### src/rtl/core/gace_pkg.sv
`timescale 1ns / 1ps
`default_nettype none
// ---------------------------------------------------------------------------
// gace_pkg - shared types and helpers of the cut vertex engine
// Request codes, controller/datapath command and status structs, bit count,
// lowest set bit search and live node mask.
// ---------------------------------------------------------------------------
package gace_pkg;

	localparam int ROWS           = 32;
	localparam int NODE_W         = 5;
	localparam int CNT_W          = 6;
	localparam int OP_W           = 3;
	localparam int MAX_NODES      = 32;
	localparam int NODE_COUNT_RST = 32;

	// Request codes
	localparam logic [OP_W-1:0] OP_ADD  = 3'd0;
	localparam logic [OP_W-1:0] OP_REM  = 3'd1;
	localparam logic [OP_W-1:0] OP_DEG  = 3'd2;
	localparam logic [OP_W-1:0] OP_CUT  = 3'd3;
	localparam logic [OP_W-1:0] OP_ROOT = 3'd4;

	typedef enum logic [1:0] {
		RD_A,
		RD_B,
		RD_FRONT,
		RD_SCAN
	} rd_src_t;

	typedef enum logic {
		WR_A,
		WR_B
	} wr_dst_t;

	typedef enum logic [2:0] {
		RES_ERR,
		RES_OK,
		RES_DEG,
		RES_CUT,
		RES_ROOT
	} res_kind_t;

	typedef struct packed {
		logic      load_item;
		logic      rd_en;
		rd_src_t   rd_src;
		logic      wr_en;
		wr_dst_t   wr_dst;
		logic      cut_init;
		logic      walk_step;
		logic      root_init;
		logic      root_step;
		logic      res_ld;
		res_kind_t res_kind;
	} cmd_t;

	typedef struct packed {
		logic [OP_W-1:0] op;
		logic            err;
		logic            walk_done;
		logic            root_done;
	} sts_t;

	// Count set bits, nibble by nibble
	function automatic logic [CNT_W-1:0] popcount32(input logic [ROWS-1:0] v);
		logic [CNT_W-1:0] sum;
		sum = '0;
		for (int k = 0; k < ROWS / 4; k++) begin
			sum = sum + CNT_W'(v[4*k]) + CNT_W'(v[4*k+1])
				+ CNT_W'(v[4*k+2]) + CNT_W'(v[4*k+3]);
		end
		return sum;
	endfunction

	// Index of the lowest set bit, zero for an empty word
	function automatic logic [NODE_W-1:0] lsb_index(input logic [ROWS-1:0] v);
		logic [NODE_W-1:0] idx;
		idx = '0;
		for (int i = ROWS - 1; i >= 0; i--) begin
			if (v[i]) begin
				idx = NODE_W'(i);
			end
		end
		return idx;
	endfunction

	// One bit for each node below the live count
	function automatic logic [ROWS-1:0] live_mask(input logic [CNT_W-1:0] n);
		logic [ROWS-1:0] m;
		if (n >= CNT_W'(ROWS)) begin
			m = '1;
		end else begin
			m = (ROWS'(1) << n) - ROWS'(1);
		end
		return m;
	endfunction

endpackage
`default_nettype wire

### src/rtl/core/gace_in_if.sv
`timescale 1ns / 1ps
`default_nettype none
// ---------------------------------------------------------------------------
// gace_in_if - request channel
// Valid/ready channel carrying one request: op, node_a, node_b.
// ---------------------------------------------------------------------------
interface gace_in_if;
	logic       valid;
	logic       ready;
	logic [2:0] op;
	logic [4:0] node_a;
	logic [4:0] node_b;

	modport source (output valid, output op, output node_a, output node_b, input ready);
	modport sink   (input valid, input op, input node_a, input node_b, output ready);
endinterface
`default_nettype wire

### src/rtl/core/gace_out_if.sv
`timescale 1ns / 1ps
`default_nettype none
// ---------------------------------------------------------------------------
// gace_out_if - result channel
// Valid/ready channel carrying one result: status, is_cut, degree, root_node.
// ---------------------------------------------------------------------------
interface gace_out_if;
	logic       valid;
	logic       ready;
	logic       status;
	logic       is_cut;
	logic [4:0] degree;
	logic [4:0] root_node;

	modport source (output valid, output status, output is_cut, output degree,
		output root_node, input ready);
	modport sink   (input valid, input status, input is_cut, input degree,
		input root_node, output ready);
endinterface
`default_nettype wire

### src/rtl/core/gace_dp.sv
`timescale 1ns / 1ps
`default_nettype none
// ---------------------------------------------------------------------------
// gace_dp - datapath of the cut vertex engine
// Adjacency row memory with per-row valid bits, frontier walk registers,
// degree scan registers, node count register and the result register.
// ---------------------------------------------------------------------------
module gace_dp
	import gace_pkg::*;
(
	input  wire logic              clk,
	input  wire logic              arst_n,
	input  wire logic              cfg_we,
	input  wire logic [CNT_W-1:0]  cfg_wdata,
	input  wire logic [OP_W-1:0]   in_op,
	input  wire logic [NODE_W-1:0] in_a,
	input  wire logic [NODE_W-1:0] in_b,
	input  wire cmd_t              cmd,
	output sts_t                   sts,
	output logic                   res_status,
	output logic                   res_is_cut,
	output logic [NODE_W-1:0]      res_degree,
	output logic [NODE_W-1:0]      res_root
);

	logic [CNT_W-1:0]  node_count_q;
	logic [OP_W-1:0]   op_q;
	logic [NODE_W-1:0] a_q;
	logic [NODE_W-1:0] b_q;
	logic [CNT_W-1:0]  n_q;

	logic [ROWS-1:0]   mem [ROWS];
	logic [ROWS-1:0]   row_vld_q;
	logic [ROWS-1:0]   rd_data_q;
	logic              rd_vld_q;

	logic [ROWS-1:0]   reached_q;
	logic [ROWS-1:0]   frontier_q;
	logic              pend_q;
	logic [CNT_W-1:0]  scan_q;
	logic [NODE_W-1:0] cmp_idx_q;
	logic [CNT_W-1:0]  best_q;
	logic [NODE_W-1:0] root_q;

	logic [CNT_W-1:0]  live_n;
	logic [ROWS-1:0]   mask;
	logic [ROWS-1:0]   bit_a;
	logic [ROWS-1:0]   bit_b;
	logic [ROWS-1:0]   allowed;
	logic [ROWS-1:0]   row;
	logic [ROWS-1:0]   fresh;
	logic [ROWS-1:0]   fr_nxt;
	logic [NODE_W-1:0] fr_idx;
	logic [ROWS-1:0]   nbrs;
	logic [ROWS-1:0]   start;
	logic              scan_more;
	logic [CNT_W-1:0]  row_cnt;
	logic [NODE_W-1:0] rd_addr;
	logic              rd_go;
	logic [NODE_W-1:0] wr_addr;
	logic [ROWS-1:0]   wr_bit;
	logic [ROWS-1:0]   wr_data;
	logic              a_oob;
	logic              b_oob;
	logic              err;

	// Clamp the node count into 1..MAX_NODES
	always_comb begin
		if (node_count_q == '0) begin
			live_n = CNT_W'(1);
		end else if (node_count_q > CNT_W'(MAX_NODES)) begin
			live_n = CNT_W'(MAX_NODES);
		end else begin
			live_n = node_count_q;
		end
	end

	// Masks and the row just read; unwritten rows read as empty
	assign mask      = live_mask(n_q);
	assign bit_a     = ROWS'(1) << a_q;
	assign bit_b     = ROWS'(1) << b_q;
	assign allowed   = mask & ~bit_a;
	assign row       = rd_vld_q ? rd_data_q : '0;
	assign row_cnt   = popcount32(row & mask);

	// Frontier expansion: merge the pending row, pick the next node to visit
	assign fresh     = pend_q ? (row & allowed & ~reached_q) : '0;
	assign fr_nxt    = frontier_q | fresh;
	assign fr_idx    = lsb_index(fr_nxt);
	assign nbrs      = row & allowed;
	assign start     = nbrs & (~nbrs + ROWS'(1));
	assign scan_more = scan_q < n_q;

	// Read address and gating
	always_comb begin
		case (cmd.rd_src)
			RD_A: begin
				rd_addr = a_q;
				rd_go   = cmd.rd_en;
			end
			RD_B: begin
				rd_addr = b_q;
				rd_go   = cmd.rd_en;
			end
			RD_FRONT: begin
				rd_addr = fr_idx;
				rd_go   = cmd.rd_en && (fr_nxt != '0);
			end
			RD_SCAN: begin
				rd_addr = scan_q[NODE_W-1:0];
				rd_go   = cmd.rd_en && scan_more;
			end
			default: begin
				rd_addr = a_q;
				rd_go   = 1'b0;
			end
		endcase
	end

	// Edge write: set or clear the partner bit in the row just read
	assign wr_addr = (cmd.wr_dst == WR_A) ? a_q : b_q;
	assign wr_bit  = (cmd.wr_dst == WR_A) ? bit_b : bit_a;
	assign wr_data = (op_q == OP_ADD) ? (row | wr_bit) : (row & ~wr_bit);

	// Request check
	assign a_oob = {1'b0, a_q} >= n_q;
	assign b_oob = {1'b0, b_q} >= n_q;
	always_comb begin
		case (op_q)
			OP_ADD, OP_REM: err = a_oob || b_oob || (a_q == b_q);
			OP_DEG, OP_CUT: err = a_oob;
			OP_ROOT:        err = 1'b0;
			default:        err = 1'b1;
		endcase
	end

	assign sts.op        = op_q;
	assign sts.err       = err;
	assign sts.walk_done = (fr_nxt == '0);
	assign sts.root_done = !scan_more && !pend_q;

	// Node count register
	always_ff @(posedge clk or negedge arst_n) begin
		if (!arst_n) begin
			node_count_q <= CNT_W'(NODE_COUNT_RST);
		end else if (cfg_we) begin
			node_count_q <= cfg_wdata;
		end
	end

	// Capture the request
	always_ff @(posedge clk) begin
		if (cmd.load_item) begin
			op_q <= in_op;
			a_q  <= in_a;
			b_q  <= in_b;
			n_q  <= live_n;
		end
	end

	// Row memory: one write port, one registered read port
	always_ff @(posedge clk) begin
		if (cmd.wr_en) begin
			mem[wr_addr] <= wr_data;
		end
	end

	always_ff @(posedge clk) begin
		if (rd_go) begin
			rd_data_q <= mem[rd_addr];
		end
	end

	// Row valid bits stand in for clearing the memory
	always_ff @(posedge clk or negedge arst_n) begin
		if (!arst_n) begin
			row_vld_q <= '0;
			rd_vld_q  <= 1'b0;
		end else begin
			if (cmd.wr_en) begin
				row_vld_q[wr_addr] <= 1'b1;
			end
			if (rd_go) begin
				rd_vld_q <= row_vld_q[rd_addr];
			end
		end
	end

	// Walk and scan state
	always_ff @(posedge clk or negedge arst_n) begin
		if (!arst_n) begin
			reached_q  <= '0;
			frontier_q <= '0;
			pend_q     <= 1'b0;
			scan_q     <= '0;
			cmp_idx_q  <= '0;
			best_q     <= '0;
			root_q     <= '0;
		end else if (cmd.cut_init) begin
			pend_q     <= 1'b0;
			reached_q  <= start;
			frontier_q <= start;
		end else if (cmd.walk_step) begin
			reached_q  <= reached_q | fresh;
			frontier_q <= fr_nxt & ~(ROWS'(1) << fr_idx);
			pend_q     <= (fr_nxt != '0);
		end else if (cmd.root_init) begin
			scan_q <= '0;
			best_q <= '0;
			root_q <= '0;
			pend_q <= 1'b0;
		end else if (cmd.root_step) begin
			if (pend_q && (row_cnt > best_q)) begin
				best_q <= row_cnt;
				root_q <= cmp_idx_q;
			end
			if (scan_more) begin
				pend_q    <= 1'b1;
				cmp_idx_q <= scan_q[NODE_W-1:0];
				scan_q    <= scan_q + CNT_W'(1);
			end else begin
				pend_q <= 1'b0;
			end
		end
	end

	// Result register
	always_ff @(posedge clk) begin
		if (cmd.res_ld) begin
			case (cmd.res_kind)
				RES_OK: begin
					res_status <= 1'b0;
					res_is_cut <= 1'b0;
					res_degree <= '0;
					res_root   <= '0;
				end
				RES_DEG: begin
					res_status <= 1'b0;
					res_is_cut <= 1'b0;
					res_degree <= row_cnt[NODE_W-1:0];
					res_root   <= '0;
				end
				RES_CUT: begin
					res_status <= 1'b0;
					res_is_cut <= (popcount32(reached_q) < (n_q - CNT_W'(1)));
					res_degree <= '0;
					res_root   <= '0;
				end
				RES_ROOT: begin
					res_status <= 1'b0;
					res_is_cut <= 1'b0;
					res_degree <= '0;
					res_root   <= root_q;
				end
				default: begin
					res_status <= 1'b1;
					res_is_cut <= 1'b0;
					res_degree <= '0;
					res_root   <= '0;
				end
			endcase
		end
	end

endmodule
`default_nettype wire

### src/rtl/core/gace_ctrl.sv
`timescale 1ns / 1ps
`default_nettype none
// ---------------------------------------------------------------------------
// gace_ctrl - sequencer of the cut vertex engine
// Steps each request through decode, memory access, walk or scan, and
// hands the result to the output register when it is free.
// ---------------------------------------------------------------------------
module gace_ctrl
	import gace_pkg::*;
(
	input  wire logic clk,
	input  wire logic arst_n,
	input  wire logic in_valid,
	output logic      in_ready,
	input  wire logic out_ready,
	output logic      out_valid,
	input  wire sts_t sts,
	output cmd_t      cmd
);

	typedef enum logic [2:0] {
		S_IDLE,
		S_DECODE,
		S_EDGE_WA,
		S_EDGE_WB,
		S_CUT_START,
		S_WALK,
		S_ROOT,
		S_DONE
	} state_t;

	state_t    state_q;
	res_kind_t kind_q;
	logic      out_valid_q;
	logic      out_free;

	assign in_ready  = (state_q == S_IDLE);
	assign out_valid = out_valid_q;
	assign out_free  = !out_valid_q || out_ready;

	// Commands for the datapath
	always_comb begin
		cmd          = '0;
		cmd.rd_src   = RD_A;
		cmd.wr_dst   = WR_A;
		cmd.res_kind = kind_q;
		case (state_q)
			S_IDLE: begin
				cmd.load_item = in_valid;
			end
			S_DECODE: begin
				cmd.rd_en     = 1'b1;
				cmd.rd_src    = RD_A;
				cmd.root_init = (sts.op == OP_ROOT) && !sts.err;
			end
			S_EDGE_WA: begin
				cmd.wr_en  = 1'b1;
				cmd.wr_dst = WR_A;
				cmd.rd_en  = 1'b1;
				cmd.rd_src = RD_B;
			end
			S_EDGE_WB: begin
				cmd.wr_en  = 1'b1;
				cmd.wr_dst = WR_B;
			end
			S_CUT_START: begin
				cmd.cut_init = 1'b1;
			end
			S_WALK: begin
				cmd.walk_step = 1'b1;
				cmd.rd_en     = 1'b1;
				cmd.rd_src    = RD_FRONT;
			end
			S_ROOT: begin
				cmd.root_step = 1'b1;
				cmd.rd_en     = 1'b1;
				cmd.rd_src    = RD_SCAN;
			end
			S_DONE: begin
				cmd.res_ld = out_free;
			end
			default: begin
				cmd.load_item = 1'b0;
			end
		endcase
	end

	// State, result kind and output valid
	always_ff @(posedge clk or negedge arst_n) begin
		if (!arst_n) begin
			state_q     <= S_IDLE;
			kind_q      <= RES_OK;
			out_valid_q <= 1'b0;
		end else begin
			if (state_q == S_DONE && out_free) begin
				out_valid_q <= 1'b1;
			end else if (out_ready) begin
				out_valid_q <= 1'b0;
			end
			case (state_q)
				S_IDLE: begin
					if (in_valid) begin
						state_q <= S_DECODE;
					end
				end
				S_DECODE: begin
					if (sts.err) begin
						kind_q  <= RES_ERR;
						state_q <= S_DONE;
					end else begin
						case (sts.op)
							OP_ADD, OP_REM: begin
								kind_q  <= RES_OK;
								state_q <= S_EDGE_WA;
							end
							OP_DEG: begin
								kind_q  <= RES_DEG;
								state_q <= S_DONE;
							end
							OP_CUT: begin
								kind_q  <= RES_CUT;
								state_q <= S_CUT_START;
							end
							OP_ROOT: begin
								kind_q  <= RES_ROOT;
								state_q <= S_ROOT;
							end
							default: begin
								kind_q  <= RES_ERR;
								state_q <= S_DONE;
							end
						endcase
					end
				end
				S_EDGE_WA: begin
					state_q <= S_EDGE_WB;
				end
				S_EDGE_WB: begin
					state_q <= S_DONE;
				end
				S_CUT_START: begin
					state_q <= S_WALK;
				end
				S_WALK: begin
					if (sts.walk_done) begin
						state_q <= S_DONE;
					end
				end
				S_ROOT: begin
					if (sts.root_done) begin
						state_q <= S_DONE;
					end
				end
				S_DONE: begin
					if (out_free) begin
						state_q <= S_IDLE;
					end
				end
				default: begin
					state_q <= S_IDLE;
				end
			endcase
		end
	end

endmodule
`default_nettype wire

### src/rtl/core/graph_adjacency_cut_vertex_engine.sv
`timescale 1ns / 1ps
`default_nettype none
// ---------------------------------------------------------------------------
// graph_adjacency_cut_vertex_engine - adjacency matrix graph engine
// Edge add/remove, degree, cut node test and root-by-degree over a 32 node
// symmetric adjacency bit matrix held in a row memory.
//
//   channel  | dir | handshake      | payload
//   ---------+-----+----------------+-------------------------------------
//   in_ch    | in  | valid / ready  | op[2:0], node_a[4:0], node_b[4:0]
//   out_ch   | out | valid / ready  | status, is_cut, degree[4:0], root_node[4:0]
//   cfg      | in  | cfg_we         | cfg_wdata[5:0] = node_count
//
// One request at a time. Edge add/remove reads and rewrites both rows, degree
// reads one row, the cut test reads one row from memory per visited node and
// the root query does one row read and bit count per node.
// Reset clears the row valid bits at once; no clearing pass is needed.
// A result waits in the output register while the next request is taken.
// ---------------------------------------------------------------------------
module graph_adjacency_cut_vertex_engine
	import gace_pkg::*;
(
	input  wire logic             clk,
	input  wire logic             arst_n,
	gace_in_if.sink               in_ch,
	gace_out_if.source            out_ch,
	input  wire logic             cfg_we,
	input  wire logic [CNT_W-1:0] cfg_wdata
);

	cmd_t cmd;
	sts_t sts;
	logic in_ready;
	logic out_valid;

	assign in_ch.ready  = in_ready;
	assign out_ch.valid = out_valid;

	// Sequencer
	gace_ctrl u_ctrl (
		.clk       (clk),
		.arst_n    (arst_n),
		.in_valid  (in_ch.valid),
		.in_ready  (in_ready),
		.out_ready (out_ch.ready),
		.out_valid (out_valid),
		.sts       (sts),
		.cmd       (cmd)
	);

	// Datapath and row memory
	gace_dp u_dp (
		.clk        (clk),
		.arst_n     (arst_n),
		.cfg_we     (cfg_we),
		.cfg_wdata  (cfg_wdata),
		.in_op      (in_ch.op),
		.in_a       (in_ch.node_a),
		.in_b       (in_ch.node_b),
		.cmd        (cmd),
		.sts        (sts),
		.res_status (out_ch.status),
		.res_is_cut (out_ch.is_cut),
		.res_degree (out_ch.degree),
		.res_root   (out_ch.root_node)
	);

endmodule
`default_nettype wire

### src/flat_wrapper.sv
// flat-port wrapper written by rule: the top's interface ports become plain ports
module graph_adjacency_cut_vertex_engine_flat import gace_pkg::*;
  (clk, arst_n, cfg_we, cfg_wdata, in_ch_valid, in_ch_op, in_ch_node_a, in_ch_node_b, in_ch_ready, out_ch_valid, out_ch_status, out_ch_is_cut, out_ch_degree, out_ch_root_node, out_ch_ready);
  gace_in_if in_ch_i ();
  gace_out_if out_ch_i ();
  input  wire logic clk;
  input  wire logic arst_n;
  input  wire logic cfg_we;
  input  wire logic [CNT_W-1:0] cfg_wdata;
  input wire logic [$bits(in_ch_i.valid)-1:0] in_ch_valid;
  input wire logic [$bits(in_ch_i.op)-1:0] in_ch_op;
  input wire logic [$bits(in_ch_i.node_a)-1:0] in_ch_node_a;
  input wire logic [$bits(in_ch_i.node_b)-1:0] in_ch_node_b;
  output wire logic [$bits(in_ch_i.ready)-1:0] in_ch_ready;
  output wire logic [$bits(out_ch_i.valid)-1:0] out_ch_valid;
  output wire logic [$bits(out_ch_i.status)-1:0] out_ch_status;
  output wire logic [$bits(out_ch_i.is_cut)-1:0] out_ch_is_cut;
  output wire logic [$bits(out_ch_i.degree)-1:0] out_ch_degree;
  output wire logic [$bits(out_ch_i.root_node)-1:0] out_ch_root_node;
  input wire logic [$bits(out_ch_i.ready)-1:0] out_ch_ready;
  assign in_ch_i.valid = in_ch_valid;
  assign in_ch_i.op = in_ch_op;
  assign in_ch_i.node_a = in_ch_node_a;
  assign in_ch_i.node_b = in_ch_node_b;
  assign in_ch_ready = in_ch_i.ready;
  assign out_ch_valid = out_ch_i.valid;
  assign out_ch_status = out_ch_i.status;
  assign out_ch_is_cut = out_ch_i.is_cut;
  assign out_ch_degree = out_ch_i.degree;
  assign out_ch_root_node = out_ch_i.root_node;
  assign out_ch_i.ready = out_ch_ready;
  graph_adjacency_cut_vertex_engine u_core (.clk(clk), .arst_n(arst_n), .in_ch(in_ch_i), .out_ch(out_ch_i), .cfg_we(cfg_we), .cfg_wdata(cfg_wdata));
endmodule
### config.mk
export PLATFORM = sky130hd
export DESIGN_NAME = graph_adjacency_cut_vertex_engine_flat
export DESIGN_NICKNAME = d
export VERILOG_FILES = /design/src/rtl/core/gace_pkg.sv /design/src/rtl/core/gace_in_if.sv /design/src/rtl/core/gace_out_if.sv /design/src/rtl/core/gace_dp.sv /design/src/rtl/core/gace_ctrl.sv /design/src/rtl/core/graph_adjacency_cut_vertex_engine.sv /design/src/flat_wrapper.sv
export SDC_FILE = /design/constraint.sdc
export NUM_CORES = 2
export LEC_CHECK = 0
export BUFFER_PORTS_ARGS = -buffer_cell sky130_fd_sc_hd__clkbuf_2
export CAP_MARGIN = 5
export CORE_UTILIZATION = 24
export DETAILED_ROUTE_END_ITERATION = 6
export GPL_ROUTABILITY_DRIVEN = 0
export MAX_ROUTING_LAYER = met4
export PLACE_DENSITY = 0.34
export SYNTH_ARGS = -nofsm -noshare
export SYNTH_HDL_FRONTEND = slang
export SYNTH_SLANG_ARGS = --single-unit
export TNS_END_PERCENT = 20
### constraint.sdc
create_clock -name clk -period 9 [get_ports clk]
set_input_delay 1.35 -clock clk [delete_from_list [all_inputs] [get_ports clk]]
set_output_delay 1.35 -clock clk [all_outputs]
set_load 0.05 [all_outputs]
Yosys cells after proc, flatten, opt, wreduce, memory -nomap -nowiden
Memories as Yosys holds them, arrays and structs flattened. A register that Yosys moved wholly into a read port is not among the register bits.
Cells that the tools add are included.
{ "word_totals": {"regBits": 164, "ram_bits": 1024, "in_bits": 24, "output_inout_bits": 14, "memories": 1} }
{ "memory_table": {"columns": ["memory", "words", "word_bits", "rd", "rd_ports_with_merged_regs", "wr", "line_no", "source"], "rows": [
  ["u_core.u_dp.mem", 32, 32, 1, 1, 1, "gace_dp.sv:32", "logic [ROWS-1:0] mem [ROWS];"]
]} }
{ "op_classes": {"add_sub_neg": 66, "n_lt_le_gt_ge": 10, "eq_ne": 23, "shifts": 4, "n_mux": 86, "bitwise_logic": 19, "n_reduce_logical": 35} }
{ "ops": {"columns": ["cell", "count"], "rows": [
  ["adder 6 x 1 -> 6 bit", 52],
  ["two-way mux 32 bit", 9],
  ["bitwise AND 32 bit", 7],
  ["two-way mux 5 bit", 36],
  ["NOT 32 bit", 5],
  ["bitwise OR 32 bit", 4],
  ["<< shifter 1 x 5 -> 32 bit, first input constant", 3],
  ["two-way mux 6 bit", 7],
  ["adder 32 x 1 -> 32 bit, second input constant", 1],
  ["zero test 32 bit", 1],
  ["nonzero test 32 bit", 1],
  ["<< shifter 1 x 6 -> 32 bit, first input constant", 1],
  ["subtractor 32 x 2 -> 32 bit, second input constant", 1],
  ["one-hot mux 3 bit (4 select lines)", 2],
  ["one-hot mux 3 bit (8 select lines)", 1],
  ["one-hot mux 5 bit (4 select lines)", 1],
  ["equality test 3 x 2 -> 1 bit, second input constant", 6],
  ["equality test 3 bit, second input constant", 6],
  ["two-way mux 1 bit", 18],
  ["two-way mux 3 bit", 6],
  ["adder 5 x 1 -> 6 bit", 2],
  [">= comparator 5 x 6 -> 1 bit", 2],
  ["< comparator 5 x 6 -> 1 bit, second input constant", 2],
  ["< comparator 6 bit", 2],
  ["other kinds (34)", 67]
]} }

Depth between registers and ports, before layout
{ "depth": {"depth_word": 45, "ltp_mapped": 36, "ltp_nobuf": 31} }

Modules after synthesis
A second synthesis with hierarchy kept.
{ "hier_totals": {"hier_cells": 4378, "hier_area_um2": 55421.9} }
{ "modules_own_cells": {"columns": ["module", "n_inst", "cells_per_inst", "area_per_inst_um2", "seq_area_each_um2"], "rows": [
  ["gace_dp", 1, 4319, 54887.6, 35795.6],
  ["gace_ctrl", 1, 59, 534.3, 176.4]
]} }

Worst setup path before layout
No wires, ideal clock.
{ "synth_timing": {"path_kind": "register to register", "from": "reg u_core.u_dp.n_q[0]", "to": "reg u_core.u_dp.best_q[0]", "setup_time_ps": 151, "t_arrival_ps": 7756, "required_ps": 8849, "slack_ps": 1093, "path_stages_with_launch": 35, "path_buffers": 5, "synth_period_minus_slack_ps": 7907, "cell_sequence": "edfxtp_1 -> inv_1 -> ha_1 -> buf_2 -> buf_2 -> buf_1 -> nand2_1 -> ha_1 -> clkbuf_2 -> inv_1 -> a221oi_2 -> and4_1 -> a221oi_1 -> a311o_1 -> fa_1 -> fa_1 -> fa_1 -> fa_1 -> fa_1 -> inv_1 -> ha_1 -> fa_1 -> a21o_1 -> a21oi_1 -> xor2_1 -> inv_1 -> ha_1 -> o21ai_0 -> nand2b_1 -> a21oi_1 -> o41ai_1 -> nand2_1 -> clkbuf_1 -> nand2_1 -> o31ai_1"} }
{ "synth_between": {"elab_chain_cells": 39} }
{ "synth_rtl": {"columns": ["element", "line_no", "source"], "rows": [
  ["start: declaration", "gace_dp.sv:30", "logic [CNT_W-1:0] n_q;"],
  ["start signal: assignment", "gace_dp.sv:157", "n_q <= live_n;"],
  ["<< shifter 1 x 6 -> 32 bit", "gace_pkg.sv:94", "m = (ROWS'(1) << n) - ROWS'(1);"],
  ["subtractor 32 x 2 -> 32 bit", "gace_pkg.sv:94", null],
  ["two-way mux 32 bit (*)", "gace_pkg.sv:91", "if (n >= CNT_W'(ROWS)) begin"],
  ["bitwise AND 32 bit (*)", "gace_dp.sv:84", "assign row_cnt = popcount32(row & mask);"],
  ["adder 1 x 1 -> 2 bit", "gace_pkg.sv:70", "sum = sum + CNT_W'(v[4*k]) + CNT_W'(v[4*k+1])"],
  ["adder 2 x 1 -> 3 bit", "gace_pkg.sv:71", "+ CNT_W'(v[4*k+2]) + CNT_W'(v[4*k+3]);"],
  ["adder 3 x 1 -> 4 bit", "gace_pkg.sv:71", null],
  ["adder 4 x 1 -> 5 bit", "gace_pkg.sv:70", null],
  ["[... 23 more ...]", null, null],
  ["adder 6 x 1 -> 6 bit (2 in series)", "gace_pkg.sv:70", null],
  ["adder 6 x 1 -> 6 bit", "gace_pkg.sv:71", null],
  ["adder 6 x 1 -> 6 bit (*)", "gace_pkg.sv:71", null],
  ["named net u_core.u_dp.row_cnt[4]", "gace_dp.sv:57", "logic [CNT_W-1:0] row_cnt;"],
  ["> comparator 6 bit (*)", "gace_dp.sv:213", "if (pend_q && (row_cnt > best_q)) begin"],
  ["logical AND 1 bit (*)", "gace_dp.sv:213", null],
  ["nonzero test 2 bit (no line) (*)", null, null],
  ["AND reduction 4 bit (no line) (*)", null, null],
  ["end signal: assignment", "gace_dp.sv:214", "best_q <= row_cnt;"],
  ["end: declaration", "gace_dp.sv:42", "logic [CNT_W-1:0] best_q;"]
]} }
Mark *: on every way through the listed nets, which the timed path passes. The rest lies on a longest branch. The select of a mux whose other input is x is not followed.
A chain may end at the register's enable or synchronous reset.

Worst setup path after layout
{ "layout_timing": {"from": "reg u_core.u_dp.n_q[0]", "to": "reg u_core.u_dp.best_q[4]"} }
{ "layout_between": {"elab_chain_cells": 39} }
{ "layout_rtl": {"columns": ["element", "line_no"], "rows": [
  ["<< shifter 1 x 6 -> 32 bit", "gace_pkg.sv:94"],
  ["subtractor 32 x 2 -> 32 bit", "gace_pkg.sv:94"],
  ["two-way mux 32 bit (*)", "gace_pkg.sv:91"],
  ["bitwise AND 32 bit (*)", "gace_dp.sv:84"],
  ["adder 1 x 1 -> 2 bit", "gace_pkg.sv:70"],
  ["adder 2 x 1 -> 3 bit", "gace_pkg.sv:71"],
  ["adder 3 x 1 -> 4 bit", "gace_pkg.sv:71"],
  ["adder 4 x 1 -> 5 bit", "gace_pkg.sv:70"],
  ["[... 23 more ...]", null],
  ["adder 6 x 1 -> 6 bit (2 in series)", "gace_pkg.sv:70"],
  ["adder 6 x 1 -> 6 bit", "gace_pkg.sv:71"],
  ["adder 6 x 1 -> 6 bit (*)", "gace_pkg.sv:71"],
  ["named net u_core.u_dp.row_cnt[4]", "gace_dp.sv:57"],
  ["> comparator 6 bit", "gace_dp.sv:213"],
  ["logical AND 1 bit", "gace_dp.sv:213"],
  ["nonzero test 2 bit (no line)", null],
  ["AND reduction 4 bit (no line)", null]
]} }
Marked as above.

==> metrics.log <==
INFO  metric cts_max_level = 4
INFO  metric fin_setup_tns = 0 ns
INFO  metric required = 9.71 ns
INFO  metric clock_skew = 0.0319 ns
INFO  metric result_of_the_run = finished, final reports clean
INFO  metric grt_first_pass_wirelength = 311000 um
INFO  metric antenna_left = 0
INFO  metric postRouteWirelength = 222000 um
INFO  metric io_pins = 38
INFO  metric finalNetCount = 4868
INFO  metric postLayoutSetupSlackWorst = 0.592 ns
INFO  metric fmax = 119 MHz
INFO  metric cts_inserted_buffers = 148
INFO  metric synth.lib_cells_used.distinct = 103
INFO  metric setup_repair_after_global_routing_missed_its_margin = false
INFO  metric register_area = 36000 um^2
INFO  metric first_iteration_detailed_routing_drc_count = 3634
INFO  metric max_stage_delay = 0.64 ns
INFO  metric worstSetupEndpointType = flop
INFO  metric wl_per_cell = 28.2 um
INFO  metric critical_path_class = reg -> reg
INFO  metric cpMaxStageDelayCell = nor3_1
INFO  metric grt_max_degree = 86
INFO  metric final.min_clock_period = 8.41 ns
INFO  metric synth_ff_type = edfxtp_1
INFO  metric grt_antenna_before_repair = 10
INFO  metric timing.critical_path.from_type = flop
INFO  metric synth_nets = 4759
INFO  metric clkLatencyLatePin = 0.82 ns
INFO  metric drv_cap = 0
INFO  metric synth.largest_area_cell = edfxtp_1
INFO  metric via_per_inst = 4.94
INFO  metric dieArea = 232000 um^2
INFO  metric drive_above_1_share = 0.131
INFO  metric slew_violations = 0
INFO  metric core_area = 228000 um^2
INFO  metric clk_root_buffer_cell = clkbuf_16
INFO  metric dr.pass1.iters = 5
INFO  metric worst_ep_arrival_time = 9.12 ns
INFO  metric synth_seq_area_share = 0.652
INFO  metric asyncSetResetFlopFracSynth = 0.109
INFO  metric timing.slew.headroom = 0.199
INFO  metric multiInputGateArea = 18000 um^2
INFO  metric drc_errors = 0
INFO  metric cts_sinks = 1220
INFO  metric postCtsHoldBufs = 0
INFO  metric tritoncts = done
INFO  metric synthesis.instances = 4635
INFO  metric synth_top_area_share = 0.592
INFO  metric portBuffers = 37
INFO  metric dieWidth = 481 um
INFO  metric initial_core_utilization = 0.242
INFO  metric first_global_vias = 37800
INFO  metric nFillCells = 23400
INFO  metric die_h = 481 um
INFO  metric cts-root-to-sink-buffers = 3
INFO  metric ys_warn_count = 0
INFO  metric worstMarginPinSlew = 1.18 ns
INFO  metric synthesis.area = 55200 um^2
INFO  metric most_frequent_cell_on_the_critical_path = fa_1
INFO  metric hold_violations = 0
INFO  metric floorplan.rows = 175
INFO  metric detailedPlace.worstSlack = 0.464 ns
INFO  metric hpwlAfterDp = 137000 um
INFO  metric holdCritPathClass = reg -> reg
INFO  metric setup_violations = 0
INFO  metric path_max_fanout = 22
INFO  metric post_synth_main_area_contributors = edfxtp_1 (59%), nand2_1 (8.4%), dfrtp_1 (5.9%), a311oi_1 (3.6%), and3_1 (2.4%)
INFO  metric synth_area_per_cell = 11.9 um^2
INFO  metric ys_seq_elements = 1220
INFO  metric layout_worst_path_cycle_share = 0.934
INFO  metric synth_enable_flop_cells = 1087
INFO  metric total_number_of_vias = 38900
INFO  metric grtUsageTotal = 0.195
INFO  metric clk_transition_reported_paths = 0.06 ns
INFO  metric synthToLayoutAreaGrowth = 17.8%
INFO  metric grt-ovfl-total = 0
[synth_stat cells (7+ instances only)]
library cell / instances
a211o_1: 10
a211oi_1: 21
a21o_1: 27
a21oi_1: 78
a22oi_1: 55
a311oi_1: 227
a31oi_1: 60
a32oi_1: 7
a41oi_1: 7
and2_1: 10
and3_1: 216
buf_1: 15
buf_2: 66
buf_4: 28
clkbuf_1: 187
dfrtp_1: 131
edfxtp_1: 1087
fa_1: 48
ha_1: 52
inv_1: 91
mux2_2: 13
mux2i_1: 37
nand2_1: 1229
nand2b_1: 39
nand3_1: 167
nand3b_1: 16
nand4_1: 17
nor2_1: 172
nor2b_1: 39
nor3_1: 37
nor3b_1: 10
nor4_1: 43
nor4b_1: 8
o211ai_1: 16
o21ai_0: 90
o221ai_1: 8
o22ai_1: 27
o31ai_1: 14
o41ai_1: 7
or2_2: 45
or3_1: 16
xnor2_1: 12
xor2_1: 9
[cells by family (layout without fill, tap and decap cells)]
group           after synthesis  after routing  synth area share
simple gates               2110           2110             0.175
flops                      1220           1220             0.652
fa+ha+maj                   100            100            0.0292
xor+xnor                     21             21           0.00333
other cells                   0              2                 0
mux                          50             50           0.00937
compound gates              739            739             0.100
buf+inv                     395            618            0.0310
[final timing paths]
check	startpoint	endpoint	slack, ns	cells past startpoint
min in group asynchronous	arst_n	u_core.u_ctrl.out_valid$_DFFE_PN0P_	0.60	1
max in group asynchronous	arst_n	u_core.u_dp.rd_vld_q$_DFFE_PN0P_	6.96	2
setup / recovery	u_core.u_dp.n_q[0]$_SDFFCE_PP1P_	u_core.u_dp.best_q[4]$_DFFE_PN0P_	0.59	28
setup reg to reg	u_core.u_dp.n_q[0]$_SDFFCE_PP1P_	u_core.u_dp.best_q[4]$_DFFE_PN0P_	0.59	28
hold / removal	u_core.u_dp.row_vld_q[28]$_DFFE_PN0P_	u_core.u_dp.row_vld_q[28]$_DFFE_PN0P_	0.47	1
hold reg to reg	u_core.u_dp.row_vld_q[28]$_DFFE_PN0P_	u_core.u_dp.row_vld_q[28]$_DFFE_PN0P_	0.47	1
[layout make-up]
| type | instances | area share |
|---|---|---|
| well taps | 3009 | 0.0579 |
| diodes | 2 | 0.0000770 |
| clock buffers | 202 | 0.0620 |
| inverters | 93 | 0.00537 |
| repair buffers | 261 | 0.0340 |
| flip-flops and latches | 1220 | 0.553 |
| multi-input cells | 3020 | 0.278 |
| clock inverters | 62 | 0.00983 |
[cell usage in the layout, fill, tap and decap left out, types with 35 or more instances in the layout]
cell | Yosys | routed
nand3_1 | 167 | 167
or2_2 | 45 | 45
nor2_1 | 172 | 136
clkbuf_1 | 187 | 44
ha_1 | 52 | 51
clkbuf_16 | 0 | 150
inv_1 | 91 | 91
a31oi_1 | 60 | 60
nand2_1 | 1229 | 1228
dfrtp_1 | 131 | 130
a22oi_1 | 55 | 55
nor2_4 | 0 | 35
nor2b_1 | 39 | 38
fa_1 | 48 | 48
nor3_1 | 37 | 37
a311oi_1 | 227 | 227
buf_4 | 28 | 197
and3_1 | 216 | 216
edfxtp_1 | 1087 | 1087
o21ai_0 | 90 | 85
nand2b_1 | 39 | 37
clkbuf_2 | 1 | 36
nor4_1 | 43 | 43
a21oi_1 | 78 | 78
[registers in the layout (all words and copies together) (netlist names), 3 cells and up]
signal	count
u_core.u_ctrl.kind_q	3
u_core.u_ctrl.state_q	3
u_core.u_dp.a_q	5
u_core.u_dp.b_q	5
u_core.u_dp.best_q	6
u_core.u_dp.cmp_idx_q	5
u_core.u_dp.frontier_q	32
u_core.u_dp.mem	1024
u_core.u_dp.n_q	6
u_core.u_dp.node_count_q	6
u_core.u_dp.op_q	3
u_core.u_dp.rd_data_q	32
u_core.u_dp.reached_q	32
u_core.u_dp.res_degree	5
u_core.u_dp.res_root	5
u_core.u_dp.root_q	5
u_core.u_dp.row_vld_q	32
u_core.u_dp.scan_q	6
[per-stage QoR]
stage | hold slack, ns | area (um^2) | std cells | utilization
3_3_place_gp | 0.452 | 60300 | 7603 | 0.265
4_1_cts | 0.466 | 65000 | 7867 | 0.285
2_1_floorplan | 0.439 | 55200 | 4635 | -
6_report | 0.467 | 65000 | 7869 | 0.285
5_1_grt | 0.481 | 65000 | 7868 | 0.285
3_5_place_dp | 0.452 | 60300 | 7603 | 0.265
[timing repair]
action	in CTS	in global routing
setup buffers	0	0
endpoints found under the setup margin	0	11
hold endpoints to repair	0	0
gates resized for setup	0	2
[critical path, delay by kind of cell (launching register included)]
kind	cells	cell delay [ns]
flip-flops	1	0.49
XOR/XNOR	1	0.34
multiplexers	1	0.22
AO/OA/AOI/OAI	7	1.26
AND/OR/NAND/NOR	4	0.99
buffers and inverters	5	0.66
adder cells (fa/ha/maj)	10	4.34
[routing by layer]
metal,routed length [um],GRT usage
met3,9380,0.0239
met2,104000,0.305
met1,105000,0.269
met4,4170,0.0432
met5,0,-
Power is left out: the tool's default activity adds up to more than one toggle a clock period on the data nets, which glitch-free logic cannot reach.
